## config.mk

```make
export PLATFORM = sky130hd
export DESIGN_NAME = heartbeat_watchdog_table_top
export DESIGN_NICKNAME = d
export VERILOG_FILES = /design/src/hdl/hwt_pkg.sv /design/src/hdl/heartbeat_watchdog_table_top.sv /design/src/hdl/hwt_table.sv /design/src/hdl/hwt_ctrl.sv
export SDC_FILE = /design/constraint.sdc
export NUM_CORES = 2
export LEC_CHECK = 0
export ABC_CLOCK_PERIOD_IN_PS = 10400
export BUFFER_PORTS_ARGS = -buffer_cell sky130_fd_sc_hd__buf_2
export CORE_ASPECT_RATIO = 1.1
export CORE_MARGIN = 4
export CORE_UTILIZATION = 60
export DETAILED_ROUTE_END_ITERATION = 8
export PLACE_DENSITY_LB_ADDON = 0.2
export SLEW_MARGIN = 5
export SYNTH_ARGS = -nofsm -noshare
export SYNTH_HDL_FRONTEND = slang
export SYNTH_SLANG_ARGS = --single-unit
```

## constraint.sdc

```tcl
create_clock -name clk_i -period 10.4 [get_ports clk_i]
set_clock_uncertainty 0.15 [all_clocks]
set_input_delay 1.56 -clock clk_i [delete_from_list [all_inputs] [get_ports clk_i]]
set_output_delay 1.56 -clock clk_i [all_outputs]
set_load 0.02 [all_outputs]
```

## src/hdl/hwt_pkg.sv

```systemverilog
package hwt_pkg;

  // Fixed field widths of the request and result channels.
  localparam int unsigned FUNC_W    = 3;
  localparam int unsigned SLOT_W    = 4;
  localparam int unsigned TIMEOUT_W = 32;
  localparam int unsigned KIND_W    = 2;
  localparam int unsigned OVER_W    = 32;

  // Request function codes.
  localparam logic [FUNC_W-1:0] FUNC_REGISTER  = 3'd0;
  localparam logic [FUNC_W-1:0] FUNC_REMOVE    = 3'd1;
  localparam logic [FUNC_W-1:0] FUNC_HEARTBEAT = 3'd2;
  localparam logic [FUNC_W-1:0] FUNC_TICK      = 3'd3;
  localparam logic [FUNC_W-1:0] FUNC_CHECK     = 3'd4;

  // Result kinds.
  localparam logic [KIND_W-1:0] KIND_ACK   = 2'd0;
  localparam logic [KIND_W-1:0] KIND_ISSUE = 2'd1;
  localparam logic [KIND_W-1:0] KIND_NONE  = 2'd2;

  // Configuration register map.
  localparam int unsigned        CFG_ADDR_W          = 3;
  localparam logic               CFG_IDX_DEFAULT_TMO = 1'b0;
  localparam logic [TIMEOUT_W-1:0] DEFAULT_TMO_RST   = 32'd5000;

  // Controller states.
  typedef enum logic [1:0] {
    ST_IDLE,
    ST_WALK,
    ST_FIN
  } hwt_state_e;

  // Write strobes from the controller to the slot table.
  typedef struct packed {
    logic beat_we;
    logic tmo_we;
  } hwt_wr_t;

endpackage

```

## src/hdl/heartbeat_watchdog_table_top.sv

```systemverilog
// Heartbeat watchdog over a table of slots.
// Requests enter on in_valid_i/in_stall_o with func_i, slot_i and timeout_ms_i:
// register, remove, heartbeat, tick one millisecond, or check all slots.
// Results leave on out_valid_o/out_stall_i; every request ends with a result
// that has last_result_o set.
// Register, remove, heartbeat, tick and unknown codes are handled in the cycle
// of acceptance; their acknowledge is valid on the next cycle, and a new request
// can be taken every cycle while results drain.
// A check walks the table through the registered memory read port, one slot
// per cycle unless it pauses for a stalled receiver; no new request is taken
// during the walk.
// When out_stall_i is high the result register holds and the walk pauses at an
// overdue slot until the waiting issue is taken.
// The default timeout is written through the APB port at byte address 0.
// Reset clears all slot and stale marks, the millisecond counter and the
// default timeout to 5000; the timestamp and timeout memories are not cleared.
module heartbeat_watchdog_table_top import hwt_pkg::*; #(
  parameter int unsigned SLOTS     = 16,
  parameter int unsigned TIME_BITS = 32
) (
  input  logic                  clk_i,
  input  logic                  rst_ni,
  input  logic                  in_valid_i,
  output logic                  in_stall_o,
  input  logic [FUNC_W-1:0]     func_i,
  input  logic [SLOT_W-1:0]     slot_i,
  input  logic [TIMEOUT_W-1:0]  timeout_ms_i,
  output logic                  out_valid_o,
  input  logic                  out_stall_i,
  output logic [KIND_W-1:0]     kind_o,
  output logic [SLOT_W-1:0]     out_slot_o,
  output logic [OVER_W-1:0]     overdue_ms_o,
  output logic                  newly_stale_o,
  output logic                  recovered_o,
  output logic                  last_result_o,
  input  logic                  psel,
  input  logic                  penable,
  input  logic                  pwrite,
  input  logic [CFG_ADDR_W-1:0] paddr,
  input  logic [31:0]           pwdata,
  output logic [31:0]           prdata,
  output logic                  pready
);

  localparam int unsigned IW = (SLOTS > 1) ? $clog2(SLOTS) : 1;

  logic [TIMEOUT_W-1:0] default_tmo_q;
  hwt_wr_t              wr;
  logic [IW-1:0]        wr_addr;
  logic [TIME_BITS-1:0] wr_beat;
  logic [TIMEOUT_W-1:0] wr_tmo;
  logic [IW-1:0]        rd_addr;
  logic [TIME_BITS-1:0] rd_beat;
  logic [TIMEOUT_W-1:0] rd_tmo;

  // Configuration register write and read.
  assign pready = 1'b1;
  assign prdata = (paddr[2] == CFG_IDX_DEFAULT_TMO) ? default_tmo_q : '0;

  always_ff @(posedge clk_i or negedge rst_ni) begin
    if (!rst_ni) begin
      default_tmo_q <= DEFAULT_TMO_RST;
    end else if (psel && penable && pwrite && pready && paddr[2] == CFG_IDX_DEFAULT_TMO) begin
      default_tmo_q <= pwdata;
    end
  end

  hwt_ctrl #(
    .SLOTS     (SLOTS),
    .TIME_BITS (TIME_BITS),
    .IW        (IW)
  ) u_ctrl (
    .clk_i         (clk_i),
    .rst_ni        (rst_ni),
    .in_valid_i    (in_valid_i),
    .in_stall_o    (in_stall_o),
    .func_i        (func_i),
    .slot_i        (slot_i),
    .timeout_ms_i  (timeout_ms_i),
    .default_tmo_i (default_tmo_q),
    .out_valid_o   (out_valid_o),
    .out_stall_i   (out_stall_i),
    .kind_o        (kind_o),
    .out_slot_o    (out_slot_o),
    .overdue_ms_o  (overdue_ms_o),
    .newly_stale_o (newly_stale_o),
    .recovered_o   (recovered_o),
    .last_result_o (last_result_o),
    .wr_o          (wr),
    .wr_addr_o     (wr_addr),
    .wr_beat_o     (wr_beat),
    .wr_tmo_o      (wr_tmo),
    .rd_addr_o     (rd_addr),
    .rd_beat_i     (rd_beat),
    .rd_tmo_i      (rd_tmo)
  );

  hwt_table #(
    .SLOTS     (SLOTS),
    .TIME_BITS (TIME_BITS),
    .IW        (IW)
  ) u_table (
    .clk_i     (clk_i),
    .wr_i      (wr),
    .wr_addr_i (wr_addr),
    .wr_beat_i (wr_beat),
    .wr_tmo_i  (wr_tmo),
    .rd_addr_i (rd_addr),
    .rd_beat_o (rd_beat),
    .rd_tmo_o  (rd_tmo)
  );

endmodule

```

## src/hdl/hwt_table.sv

```systemverilog
module hwt_table import hwt_pkg::*; #(
  parameter int unsigned SLOTS     = 16,
  parameter int unsigned TIME_BITS = 32,
  parameter int unsigned IW        = 4
) (
  input  logic                 clk_i,
  input  hwt_wr_t              wr_i,
  input  logic [IW-1:0]        wr_addr_i,
  input  logic [TIME_BITS-1:0] wr_beat_i,
  input  logic [TIMEOUT_W-1:0] wr_tmo_i,
  input  logic [IW-1:0]        rd_addr_i,
  output logic [TIME_BITS-1:0] rd_beat_o,
  output logic [TIMEOUT_W-1:0] rd_tmo_o
);

  logic [TIME_BITS-1:0] beat_mem [SLOTS];
  logic [TIMEOUT_W-1:0] tmo_mem  [SLOTS];

  // Last heartbeat time per slot, one write and one registered read port.
  always_ff @(posedge clk_i) begin
    if (wr_i.beat_we) begin
      beat_mem[wr_addr_i] <= wr_beat_i;
    end
    rd_beat_o <= beat_mem[rd_addr_i];
  end

  // Timeout per slot, written separately so a heartbeat on an armed slot keeps it.
  always_ff @(posedge clk_i) begin
    if (wr_i.tmo_we) begin
      tmo_mem[wr_addr_i] <= wr_tmo_i;
    end
    rd_tmo_o <= tmo_mem[rd_addr_i];
  end

endmodule

```

## src/hdl/hwt_ctrl.sv

```systemverilog
module hwt_ctrl import hwt_pkg::*; #(
  parameter int unsigned SLOTS     = 16,
  parameter int unsigned TIME_BITS = 32,
  parameter int unsigned IW        = 4
) (
  input  logic                 clk_i,
  input  logic                 rst_ni,
  input  logic                 in_valid_i,
  output logic                 in_stall_o,
  input  logic [FUNC_W-1:0]    func_i,
  input  logic [SLOT_W-1:0]    slot_i,
  input  logic [TIMEOUT_W-1:0] timeout_ms_i,
  input  logic [TIMEOUT_W-1:0] default_tmo_i,
  output logic                 out_valid_o,
  input  logic                 out_stall_i,
  output logic [KIND_W-1:0]    kind_o,
  output logic [SLOT_W-1:0]    out_slot_o,
  output logic [OVER_W-1:0]    overdue_ms_o,
  output logic                 newly_stale_o,
  output logic                 recovered_o,
  output logic                 last_result_o,
  output hwt_wr_t              wr_o,
  output logic [IW-1:0]        wr_addr_o,
  output logic [TIME_BITS-1:0] wr_beat_o,
  output logic [TIMEOUT_W-1:0] wr_tmo_o,
  output logic [IW-1:0]        rd_addr_o,
  input  logic [TIME_BITS-1:0] rd_beat_i,
  input  logic [TIMEOUT_W-1:0] rd_tmo_i
);

  // Width for elapsed and overdue arithmetic; always has bits above 31.
  localparam int unsigned EW = (TIME_BITS > 32) ? TIME_BITS : 33;
  localparam int unsigned SW = 9;
  localparam logic [IW-1:0] IDX_LAST = IW'(SLOTS - 1);

  hwt_state_e state_q, state_d;

  logic [SLOTS-1:0]     valid_q, valid_d;
  logic [SLOTS-1:0]     stale_q, stale_d;
  logic [TIME_BITS-1:0] time_q, time_d;
  logic [IW-1:0]        idx_q, idx_d;

  logic                 pend_valid_q, pend_valid_d;
  logic [SLOT_W-1:0]    pend_slot_q, pend_slot_d;
  logic [OVER_W-1:0]    pend_over_q, pend_over_d;
  logic                 pend_new_q, pend_new_d;

  logic                 out_valid_q, out_valid_d;
  logic [KIND_W-1:0]    o_kind_q, o_kind_d;
  logic [SLOT_W-1:0]    o_slot_q, o_slot_d;
  logic [OVER_W-1:0]    o_over_q, o_over_d;
  logic                 o_new_q, o_new_d;
  logic                 o_rec_q, o_rec_d;
  logic                 o_last_q, o_last_d;
  logic                 out_load;

  logic                 acc;
  logic                 out_free;
  logic                 in_range;
  logic [IW+SLOT_W-1:0] slot_ext;
  logic [IW-1:0]        sidx;
  logic [IW+SLOT_W-1:0] idx_ext;
  logic [SLOT_W-1:0]    idx_slot;

  logic [TIME_BITS-1:0] elapsed;
  logic [EW-1:0]        over_full;
  logic [OVER_W-1:0]    over_sat;
  logic                 hit;
  logic                 advance;
  logic                 idx_last;

  // Request handshake: take a request only when idle and the result slot is free.
  assign out_free   = !out_valid_q || !out_stall_i;
  assign in_stall_o = (state_q != ST_IDLE) || !out_free;
  assign acc        = in_valid_i && !in_stall_o;

  // Slot index of the request and of the walk, resized to the table index.
  assign slot_ext = {{IW{1'b0}}, slot_i};
  assign sidx     = slot_ext[IW-1:0];
  assign in_range = (SW'(slot_i) < SW'(SLOTS));
  assign idx_ext  = {{SLOT_W{1'b0}}, idx_q};
  assign idx_slot = idx_ext[SLOT_W-1:0];
  assign idx_last = (idx_q == IDX_LAST);

  // Overdue test on the entry read in the previous cycle.
  assign elapsed   = time_q - rd_beat_i;
  assign over_full = EW'(elapsed) - EW'(rd_tmo_i);
  assign over_sat  = (|over_full[EW-1:OVER_W]) ? {OVER_W{1'b1}} : over_full[OVER_W-1:0];
  assign hit       = valid_q[idx_q] && (EW'(elapsed) > EW'(rd_tmo_i));
  assign advance   = !(hit && pend_valid_q && !out_free);

  // Table write port: heartbeat time is the current time; timeout by request.
  assign wr_addr_o = sidx;
  assign wr_beat_o = time_q;
  assign wr_tmo_o  = (func_i == FUNC_REGISTER && timeout_ms_i != '0) ? timeout_ms_i
                                                                       : default_tmo_i;

  // Next state.
  always_comb begin
    state_d = state_q;
    case (state_q)
      ST_IDLE: begin
        if (acc && func_i == FUNC_CHECK) begin
          state_d = ST_WALK;
        end
      end
      ST_WALK: begin
        if (advance && idx_last) begin
          state_d = ST_FIN;
        end
      end
      ST_FIN: begin
        if (out_free) begin
          state_d = ST_IDLE;
        end
      end
      default: state_d = ST_IDLE;
    endcase
  end

  // Datapath and table updates per state.
  always_comb begin
    out_load     = 1'b0;
    o_kind_d     = KIND_ACK;
    o_slot_d     = slot_i;
    o_over_d     = '0;
    o_new_d      = 1'b0;
    o_rec_d      = 1'b0;
    o_last_d     = 1'b1;
    valid_d      = valid_q;
    stale_d      = stale_q;
    time_d       = time_q;
    idx_d        = idx_q;
    pend_valid_d = pend_valid_q;
    pend_slot_d  = pend_slot_q;
    pend_over_d  = pend_over_q;
    pend_new_d   = pend_new_q;
    wr_o         = '0;
    rd_addr_o    = idx_q;
    case (state_q)
      ST_IDLE: begin
        idx_d        = '0;
        rd_addr_o    = '0;
        pend_valid_d = 1'b0;
        if (acc) begin
          out_load = 1'b1;
          case (func_i)
            FUNC_REGISTER: begin
              if (in_range) begin
                valid_d[sidx] = 1'b1;
                stale_d[sidx] = 1'b0;
                wr_o.beat_we  = 1'b1;
                wr_o.tmo_we   = 1'b1;
              end
            end
            FUNC_REMOVE: begin
              if (in_range) begin
                valid_d[sidx] = 1'b0;
                stale_d[sidx] = 1'b0;
              end
            end
            FUNC_HEARTBEAT: begin
              if (in_range) begin
                if (!valid_q[sidx]) begin
                  valid_d[sidx] = 1'b1;
                  wr_o.tmo_we   = 1'b1;
                end else begin
                  o_rec_d = stale_q[sidx];
                end
                stale_d[sidx] = 1'b0;
                wr_o.beat_we  = 1'b1;
              end
            end
            FUNC_TICK: begin
              time_d   = time_q + 1'b1;
              o_slot_d = '0;
            end
            FUNC_CHECK: begin
              out_load = 1'b0;
            end
            default: begin
              o_slot_d = '0;
            end
          endcase
        end
      end
      ST_WALK: begin
        // An issue is held back one step so the final one can carry last_result.
        if (hit && advance) begin
          if (pend_valid_q) begin
            out_load = 1'b1;
            o_kind_d = KIND_ISSUE;
            o_slot_d = pend_slot_q;
            o_over_d = pend_over_q;
            o_new_d  = pend_new_q;
            o_last_d = 1'b0;
          end
          pend_valid_d   = 1'b1;
          pend_slot_d    = idx_slot;
          pend_over_d    = over_sat;
          pend_new_d     = !stale_q[idx_q];
          stale_d[idx_q] = 1'b1;
        end
        if (advance && !idx_last) begin
          idx_d     = idx_q + 1'b1;
          rd_addr_o = idx_q + 1'b1;
        end
      end
      ST_FIN: begin
        if (out_free) begin
          out_load     = 1'b1;
          pend_valid_d = 1'b0;
          if (pend_valid_q) begin
            o_kind_d = KIND_ISSUE;
            o_slot_d = pend_slot_q;
            o_over_d = pend_over_q;
            o_new_d  = pend_new_q;
          end else begin
            o_kind_d = KIND_NONE;
            o_slot_d = '0;
          end
        end
      end
      default: begin
        pend_valid_d = 1'b0;
      end
    endcase
  end

  // Result register valid.
  always_comb begin
    out_valid_d = out_valid_q;
    if (out_load) begin
      out_valid_d = 1'b1;
    end else if (!out_stall_i) begin
      out_valid_d = 1'b0;
    end
  end

  // Control state.
  always_ff @(posedge clk_i or negedge rst_ni) begin
    if (!rst_ni) begin
      state_q      <= ST_IDLE;
      valid_q      <= '0;
      stale_q      <= '0;
      time_q       <= '0;
      idx_q        <= '0;
      pend_valid_q <= 1'b0;
      out_valid_q  <= 1'b0;
    end else begin
      state_q      <= state_d;
      valid_q      <= valid_d;
      stale_q      <= stale_d;
      time_q       <= time_d;
      idx_q        <= idx_d;
      pend_valid_q <= pend_valid_d;
      out_valid_q  <= out_valid_d;
    end
  end

  // Payload registers.
  always_ff @(posedge clk_i) begin
    pend_slot_q <= pend_slot_d;
    pend_over_q <= pend_over_d;
    pend_new_q  <= pend_new_d;
    if (out_load) begin
      o_kind_q <= o_kind_d;
      o_slot_q <= o_slot_d;
      o_over_q <= o_over_d;
      o_new_q  <= o_new_d;
      o_rec_q  <= o_rec_d;
      o_last_q <= o_last_d;
    end
  end

  assign out_valid_o   = out_valid_q;
  assign kind_o        = o_kind_q;
  assign out_slot_o    = o_slot_q;
  assign overdue_ms_o  = o_over_q;
  assign newly_stale_o = o_new_q;
  assign recovered_o   = o_rec_q;
  assign last_result_o = o_last_q;

  // A slot can only be marked stale while it is armed.
  assert property (@(posedge clk_i) disable iff (!rst_ni) (stale_q & ~valid_q) == '0)
    else $error("stale mark on an empty slot");

  // A held issue exists only during a check.
  assert property (@(posedge clk_i) disable iff (!rst_ni)
    pend_valid_q |-> (state_q != ST_IDLE))
    else $error("held issue outside a check");

  // The walk never leaves the table.
  assert property (@(posedge clk_i) disable iff (!rst_ni)
    (state_q == ST_WALK) |-> (SW'(idx_q) < SW'(SLOTS)))
    else $error("walk index beyond the table");

  // A none result closes its check and carries no overdue amount.
  assert property (@(posedge clk_i) disable iff (!rst_ni)
    (out_valid_q && o_kind_q == KIND_NONE) |-> (o_last_q && o_over_q == '0 && !o_new_q))
    else $error("malformed none result");

  // Finishing a check always delivers a closing result.
  assert property (@(posedge clk_i) disable iff (!rst_ni)
    (state_q == ST_FIN && out_free) |=> (out_valid_q && o_last_q && state_q == ST_IDLE))
    else $error("check ended without a final result");

endmodule
```

After elaboration in Yosys (flattened, before gate mapping)
Memories as Yosys holds them, arrays and structs flattened. A register that Yosys moved wholly into a read port is not among the register bits.
Index checks and enable logic that the tools add are counted.

storage, ports and cells
  register bits = 182
  latch bits = 0
  memory bits (writable) = 1024
  bits in read-only memories = 0
  input port bits = 81
  output and inout bits = 76
  logic and storage cells = 153
  memories kept = 2

memory list
  memory            depth  width  read ports  clocked after Yosys merged registers in  wr ports  line             source
  u_table.beat_mem  16     32     1           1                                        1         hwt_table.sv:16  logic [TIME_BITS-1:0] beat_mem [SLOTS];
  u_table.tmo_mem   16     32     1           1                                        1         hwt_table.sv:17  logic [TIMEOUT_W-1:0] tmo_mem [SLOTS];

operators by class
  $add $sub $neg = 4
  multipliers = 0
  div/mod/pow operators = 0
  order comparisons = 5
  eq/ne operators = 15
  shift-type cells = 0
  multiplexer cells = 66
  bitwise operators = 6
  reduce and logical (&&, ||, !) cells = 38

operator list
  operator                                                            count
  2-to-1 mux 32 bit                                                   5
  2-to-1 mux 16 bit                                                   4
  one-hot mux 32 bit (2 select lines)                                 1
  one-hot mux 16 bit (3 select lines)                                 1
  subtractor 32 x 32 -> 33 bit                                        1
  adder 32 x 1 -> 32 bit (second input constant)                      1
  bitwise AND 16 bit                                                  2
  greater-than comparator 32 bit                                      1
  OR 16 bit                                                           2
  one-hot mux 16 bit (2 select lines)                                 1
  nonzero test 32 bit                                                 1
  subtractor 32 bit                                                   1
  2-to-1 mux 4 bit                                                    7
  2-to-1 mux 1 bit                                                    25
  binary-select mux 1 bit (select 4 bit)                              4
  2-to-1 mux 2 bit                                                    8
  NOT 16 bit                                                          1
  logical AND 1 bit                                                   14
  != test 2 x 1 -> 1 bit (second input constant)                      6
  one-hot mux 4 bit (3 select lines)                                  1
  AND reduction 4 bit                                                 3
  less-than comparator 4 x 5 -> 1 bit (second input constant)         2
  demux 1 bit (select 4 bit)                                          2
  greater-or-equal comparator 4 x 1 -> 1 bit (second input constant)  2
  24 further kinds                                                    38

Depth between registers and ports, before layout
  depth in word-level cells = 10
  gate-level depth with buffers = 29
  mapped depth without buffers = 27

Modules after synthesis
A second synthesis with hierarchy kept.

unflattened totals
  cell total of the unflattened synthesis = 2946
  area total of the unflattened synthesis = 52366.5 um^2

by module, submodules not included
  module                        times used  cells an instance  area each (um^2)  sequential area each (um^2)
  hwt_table                     1           1672               39683.1           32030.7
  hwt_ctrl                      1           1169               11123.2           4144.0
  heartbeat_watchdog_table_top  1           105                1560.2            807.0

Least setup slack after synthesis
OpenSTA, ideal clock, no wires.

  path type = reg-to-reg
  start = register u_ctrl.time_q[2], in the netlist u_ctrl.wr_beat_o[2]
  end = register u_ctrl.o_kind_q[0], in the netlist u_ctrl.kind_o[0], enable pin
  setup time = 0.455 ns
  data arrival time = 6.631 ns
  required time = 9.795 ns
  setup slack = 3.164 ns
  cell stages (with the launch flop) = 21
  path buffers = 1
  period minus slack after synthesis = 7.236 ns
  cells stage by stage = dfrtp_1 > ha_1 > nor2b_1 > o31a_1 > o311ai_0 > a31oi_1 > a211o_1 > a221oi_1 > o31ai_1 > o21bai_1 > nand2_1 > a21oi_1 > xnor2_1 > ha_1 > buf_2 > nand4_1 > nor4_1 > o311a_1 > o211a_1 > nand4_1 > a21oi_1

between the ends
  cells in the longest elaborated chain, start to end = 9

RTL lines
  item                                  line             source
  from (decl)                           hwt_ctrl.sv:40   logic [TIME_BITS-1:0] time_q, time_d;
  from (signal assigned)                hwt_ctrl.sv:254  time_q <= time_d;
  subtractor 32 bit *                   hwt_ctrl.sv:86   assign elapsed = time_q - rd_beat_i;
  greater-than comparator 32 bit *      hwt_ctrl.sv:89   assign hit = valid_q[idx_q] && (EW'(elapsed) > EW'(rd_tmo_i));
  logical AND 1 bit *                   hwt_ctrl.sv:89
  logical AND 1 bit (2 in series)       hwt_ctrl.sv:90   assign advance = !(hit && pend_valid_q && !out_free);
  zero test 1 bit                       hwt_ctrl.sv:90
  logical AND 1 bit *                   hwt_ctrl.sv:189  if (hit && advance) begin
  2-to-1 mux 1 bit *                    hwt_ctrl.sv:189
  one-hot mux 1 bit (3 select lines) *  hwt_ctrl.sv:140  case (state_q)
  net u_ctrl.out_load                   hwt_ctrl.sv:55   logic out_load;
  to (signal assigned)                  hwt_ctrl.sv:267  o_kind_q <= o_kind_d;
  to (decl)                             hwt_ctrl.sv:49   logic [KIND_W-1:0] o_kind_q, o_kind_d;

Mark *: on every way through the listed nets, which the timed path passes. The rest lies on a longest branch.
A chain may end at the register's enable or synchronous reset.

Final worst setup path
  start = register u_ctrl.time_q[2], in the netlist u_ctrl.wr_beat_o[2]
  end = register u_table.rd_beat_o[31] (read register of u_table.beat_mem)

between the ends
  cells in the longest elaborated chain, start to end = 9

RTL lines
  item                                line             source
  subtractor 32 bit                   hwt_ctrl.sv:86
  greater-than comparator 32 bit      hwt_ctrl.sv:89
  logical AND 1 bit                   hwt_ctrl.sv:89
  logical AND 1 bit (2 in series)     hwt_ctrl.sv:90
  zero test 1 bit                     hwt_ctrl.sv:90
  logical AND 1 bit                   hwt_ctrl.sv:204  if (advance && !idx_last) begin
  2-to-1 mux 4 bit                    hwt_ctrl.sv:204
  one-hot mux 4 bit (2 select lines)  --
  to (decl)                           hwt_table.sv:12  output logic [TIME_BITS-1:0] rd_beat_o,

No other way between the ends.

==> results by group <==
Power
  – Total power: 12,900 uW
  – Max VDD drop: 0.000162 V
  – Pwr dens: around 220 mW/mm^2
  – Leak: between 0.02 and 0.025 uW

Worst hold path
  – Hold_sp: u_ctrl.pend_over_q[3]
  – Hold EP: u_ctrl.overdue_ms_o[3]
  – Worst Hold Class: reg2reg
  – Worst hold path depth: 1

Place
  – RePlAce Congestion: 0.891
  – IO buf count: around 150
  – DP Cell Count: 4,875
  – Dpl hpwl: between 70,000 and 80,000 um
  – Placed Area: roughly 0.055 mm^2

Routing
  – Number of remaining DRC errors: 0
  – WL per Instance: between 20 and 30 um
  – Starting DRT DRC Count: 3,679
  – Vias: 33.2k
  – Vias/cell: 6.50
  – Drt pass-1 iters: 5
  – Antenna Nets Post-Route: 0
  – DRT Wirelength: 135,000 um

Clock network
  – Hold-fix buffers at CTS: 0
  – Clock Path Buffers: 3
  – Post-CTS Setup Inserts: 0
  – CTS buffer count: 119
  – Worst skew pair latency: roughly 0.7 ns
  – CTS H-tree lvls: 3
  – Root Buffer: clkbuf_16
  – CTS tree: built
  – Post-CTS resize count: 0
  – Clk slew on worst S/H paths: approximately 0.06 ns
  – Clock sink count: between 1k and 1.5k

Setup path
  – Largest delay contributor family on the critical path: compound AO/OA/AOI/OAI gates
  – Buffers & Inverters on Critical Path: 2
  – Crit path depth: 25
  – Reg2reg start: u_ctrl.wr_beat_o[2]
  – Max Fanout on Critical Path: 75
  – Slowest cell on the critical path: nor4_1
  – Max stage delay on crit path: ~0.9 ns
  – RR Endpoint: u_table.rd_beat_o[31]
  – Req. time, crit path: 10.84 ns
  – R2R depth: 25
  – Worst setup path startpoint: u_ctrl.wr_beat_o[2]
  – Worst setup SP type: flop
  – Arrival time worst endpoint: 10.00 ns
  – Crit Path Category: reg2reg
  – CP endpoint kind: flop
  – Reg-to-reg slack, setup: 0.84 ns

STA
  – Fin. Hold Viols: 0
  – Final min period: about 9.6 ns
  – Part of the cycle the worst path needs: 91.9%
  – Relative slew slack: roughly a fifth
  – Final setup fails: 0
  – Final TNS setup: 0 ns
  – Slew Viols, Final: 0
  – Slew @ Worst Pin: approximately 1.2 ns
  – Unrepaired setup endpoints after global routing: no
  – Maximum clock rate: ~100 MHz

Layout
  – Fillers: 6,078
  – Fin nets: 3,991
  – Layout Utilization: 67.3%
  – Share of cells above drive strength 1: 13.9%
  – Antenna cells: 0
  – Layout area overhead: 11.5%
  – Most frequent cells in the layout: edfxtp_1, o21ai_0, a22oi_1, a21oi_1, and3_1
  – Most common cell after layout, fill and taps aside: edfxtp_1
  – Fin cells: 5,101
  – Final Cell Area: 0.0592 mm^2

Floorplanning
  – Ports: 157
  – Initial core utilization: 60.4%
  – Die area: 0.0933 mm^2
  – Number of placement rows: 114
  – Die extent in y: around 320 um
  – Die Width: 292 um
  – Core area: 0.0879 mm^2

GRT
  – Initial antenna violation count: 2
  – Total global routing overflow: 0
  – Via count of the first global-routing pass: 32.0k
  – Global-route wire length before repair: 201,000 um
  – Tot GR Track Use: 28.3%
  – Pin count of the biggest net entering global routing: ~200

Logic synthesis
  – Post-Synth Simple-Gate Area: 6.18%
  – Top-area cell type share of the netlist area: roughly 62%
  – Syn Inst Count: 3,738
  – Netlist cell types: 70
  – Yosys reg bits: 1,270
  – Area share of xor/xnor cells in the synthesized design: 1.37%
  – Asr flop ratio synth: under 10%
  – Dominant synthesized flop cell: edfxtp_1
  – Top cell type by total area after synthesis: edfxtp_1
  – Mux contribution to synthesized area: under 10%
  – Yosys warnings: 0
  – Register area share after synthesis: a little over two thirds
  – Avg Cell Area, Syn: around 14 um^2
  – EDFF count, synth: approximately 1.1k
  – Compound-gate portion of the synthesized area: ~15%
  – Synth Area in Adders: 1.77%
  – Mapped Nets: 3,893
  – Synth area leaders: edfxtp_1, dfrtp_1, a22oi_1, a21boi_0, o21ai_0
  – Largest family of logic cells by synthesized area: compound AO/OA/AOI/OAI gates
  – Mapped cell area: roughly 0.053 mm^2

Run
  – Max-cap violations: 0

Run status
  – Status: finished, final reports clean
## sequential cells by signal, summed over array words and instances, names as in the netlist, 2 cells and up, named ones only
register	count
u_table.beat_mem	512
u_table.tmo_mem	512
default_tmo_q	32
u_ctrl.overdue_ms_o	32
u_ctrl.pend_over_q	32
u_ctrl.wr_beat_o	32
u_table.rd_beat_o	32
u_table.rd_tmo_o	32
u_ctrl.stale_q	16
u_ctrl.idx_q	4
u_ctrl.out_slot_o	4
u_ctrl.pend_slot_q	4
u_ctrl.kind_o	2
u_ctrl.state_q	2
## per-layer routing
| layer | vias up | routed length [um] | track usage [%] |
|---|---|---|---|
| met5 | - | 20 | 0 |
| met4 | 2 | 3900 | 8.93 |
| met3 | 276 | 11600 | 4.58 |
| met2 | 1639 | 66400 | 46.8 |
| met1 | 16576 | 53500 | 39.2 |
| li1 | 14657 | - | - |
## worst register-to-register path, stage by stage, from the launching register on
cell and delay, ns:
dfrtp_1 0.78, ha_1 0.40, nor2b_1 0.16, o31a_1 0.28
o311ai_0 0.65, a31oi_1 0.32, a211o_1 0.43, a221oi_1 0.44
o31ai_1 0.21, o21bai_1 0.25, a21oi_1 0.11, nor3_1 0.18
xnor2_1 0.11, ha_1 0.39, nand4_1 0.17, nor4_1 0.92
nand3b_1 0.26, nand4_1 0.19, a211o_1 0.20, nand3_2 0.17
nor2_1 0.36, mux2_8 0.61, clkinv_2 0.38, buf_4 0.67
o21ai_0 0.24, a2111o_1 0.43
## cell type report
cell class / instances / area, um^2 / share of cell area [%]
flip-flops and latches: 1270 / 37000 / 62.5
clock inverters: 62 / 633 / 1.07
clock buffers: 164 / 3300 / 5.58
multi-input cells: 2138 / 15100 / 25.5
well taps: 1160 / 1450 / 2.45
inverters: 87 / 328 / 0.554
repair buffers: 220 / 1380 / 2.32
## power breakdown
part	total [uW]	internal (uW)	switching [uW]
logic	2490	819	1670
registers	6090	5940	152
clock network	4330	2470	1860
## per-stage QoR
stage	hold slack, ns	setup slack [ns]
4_1_cts	0.366	1.05
3_5_place_dp	0.351	1.17
2_1_floorplan	0.309	3.16
6_report	0.363	0.842
3_3_place_gp	0.350	1.38
5_1_grt	0.379	0.573
## kinds of logic after synthesis
group | after synthesis
other cells | 1
buf+inv | 330
fa+ha+maj | 74
xor+xnor | 83
compound gates | 1209
simple gates | 613
mux | 158
flops | 1270
## worst max-delay path by stage
stage                                  to  slack (ns)
floorplan                u_ctrl.kind_o[0]        3.16
global placement      u_table.rd_tmo_o[0]        1.38
detailed placement  u_table.rd_beat_o[31]        1.17
CTS                   u_table.rd_tmo_o[0]        1.05
global route        u_table.rd_beat_o[31]        0.57
finish              u_table.rd_beat_o[31]        0.84
## cells in the mapped netlist (11+ instances only)
library cell / instances
edfxtp_1: 1102
o21ai_0: 268
a22oi_1: 257
a21oi_1: 249
and3_1: 206
a21boi_0: 194
clkbuf_1: 142
nand2_1: 106
nor2_1: 103
dfrtp_1: 99
inv_1: 86
o21ai_1: 78
buf_2: 76
ha_1: 72
mux2_2: 70
mux2i_1: 68
a2111o_1: 65
dfxtp_1: 64
xnor2_1: 55
nor2b_1: 47
and2_1: 40
nand3_1: 34
a21o_1: 28
xor2_1: 28
mux4_2: 19
buf_1: 18
nand4_1: 17
o21a_1: 14
a31oi_1: 13
nand2b_1: 13
nor3_1: 12
nor4_1: 11
(Power assumes the default switching activity.)
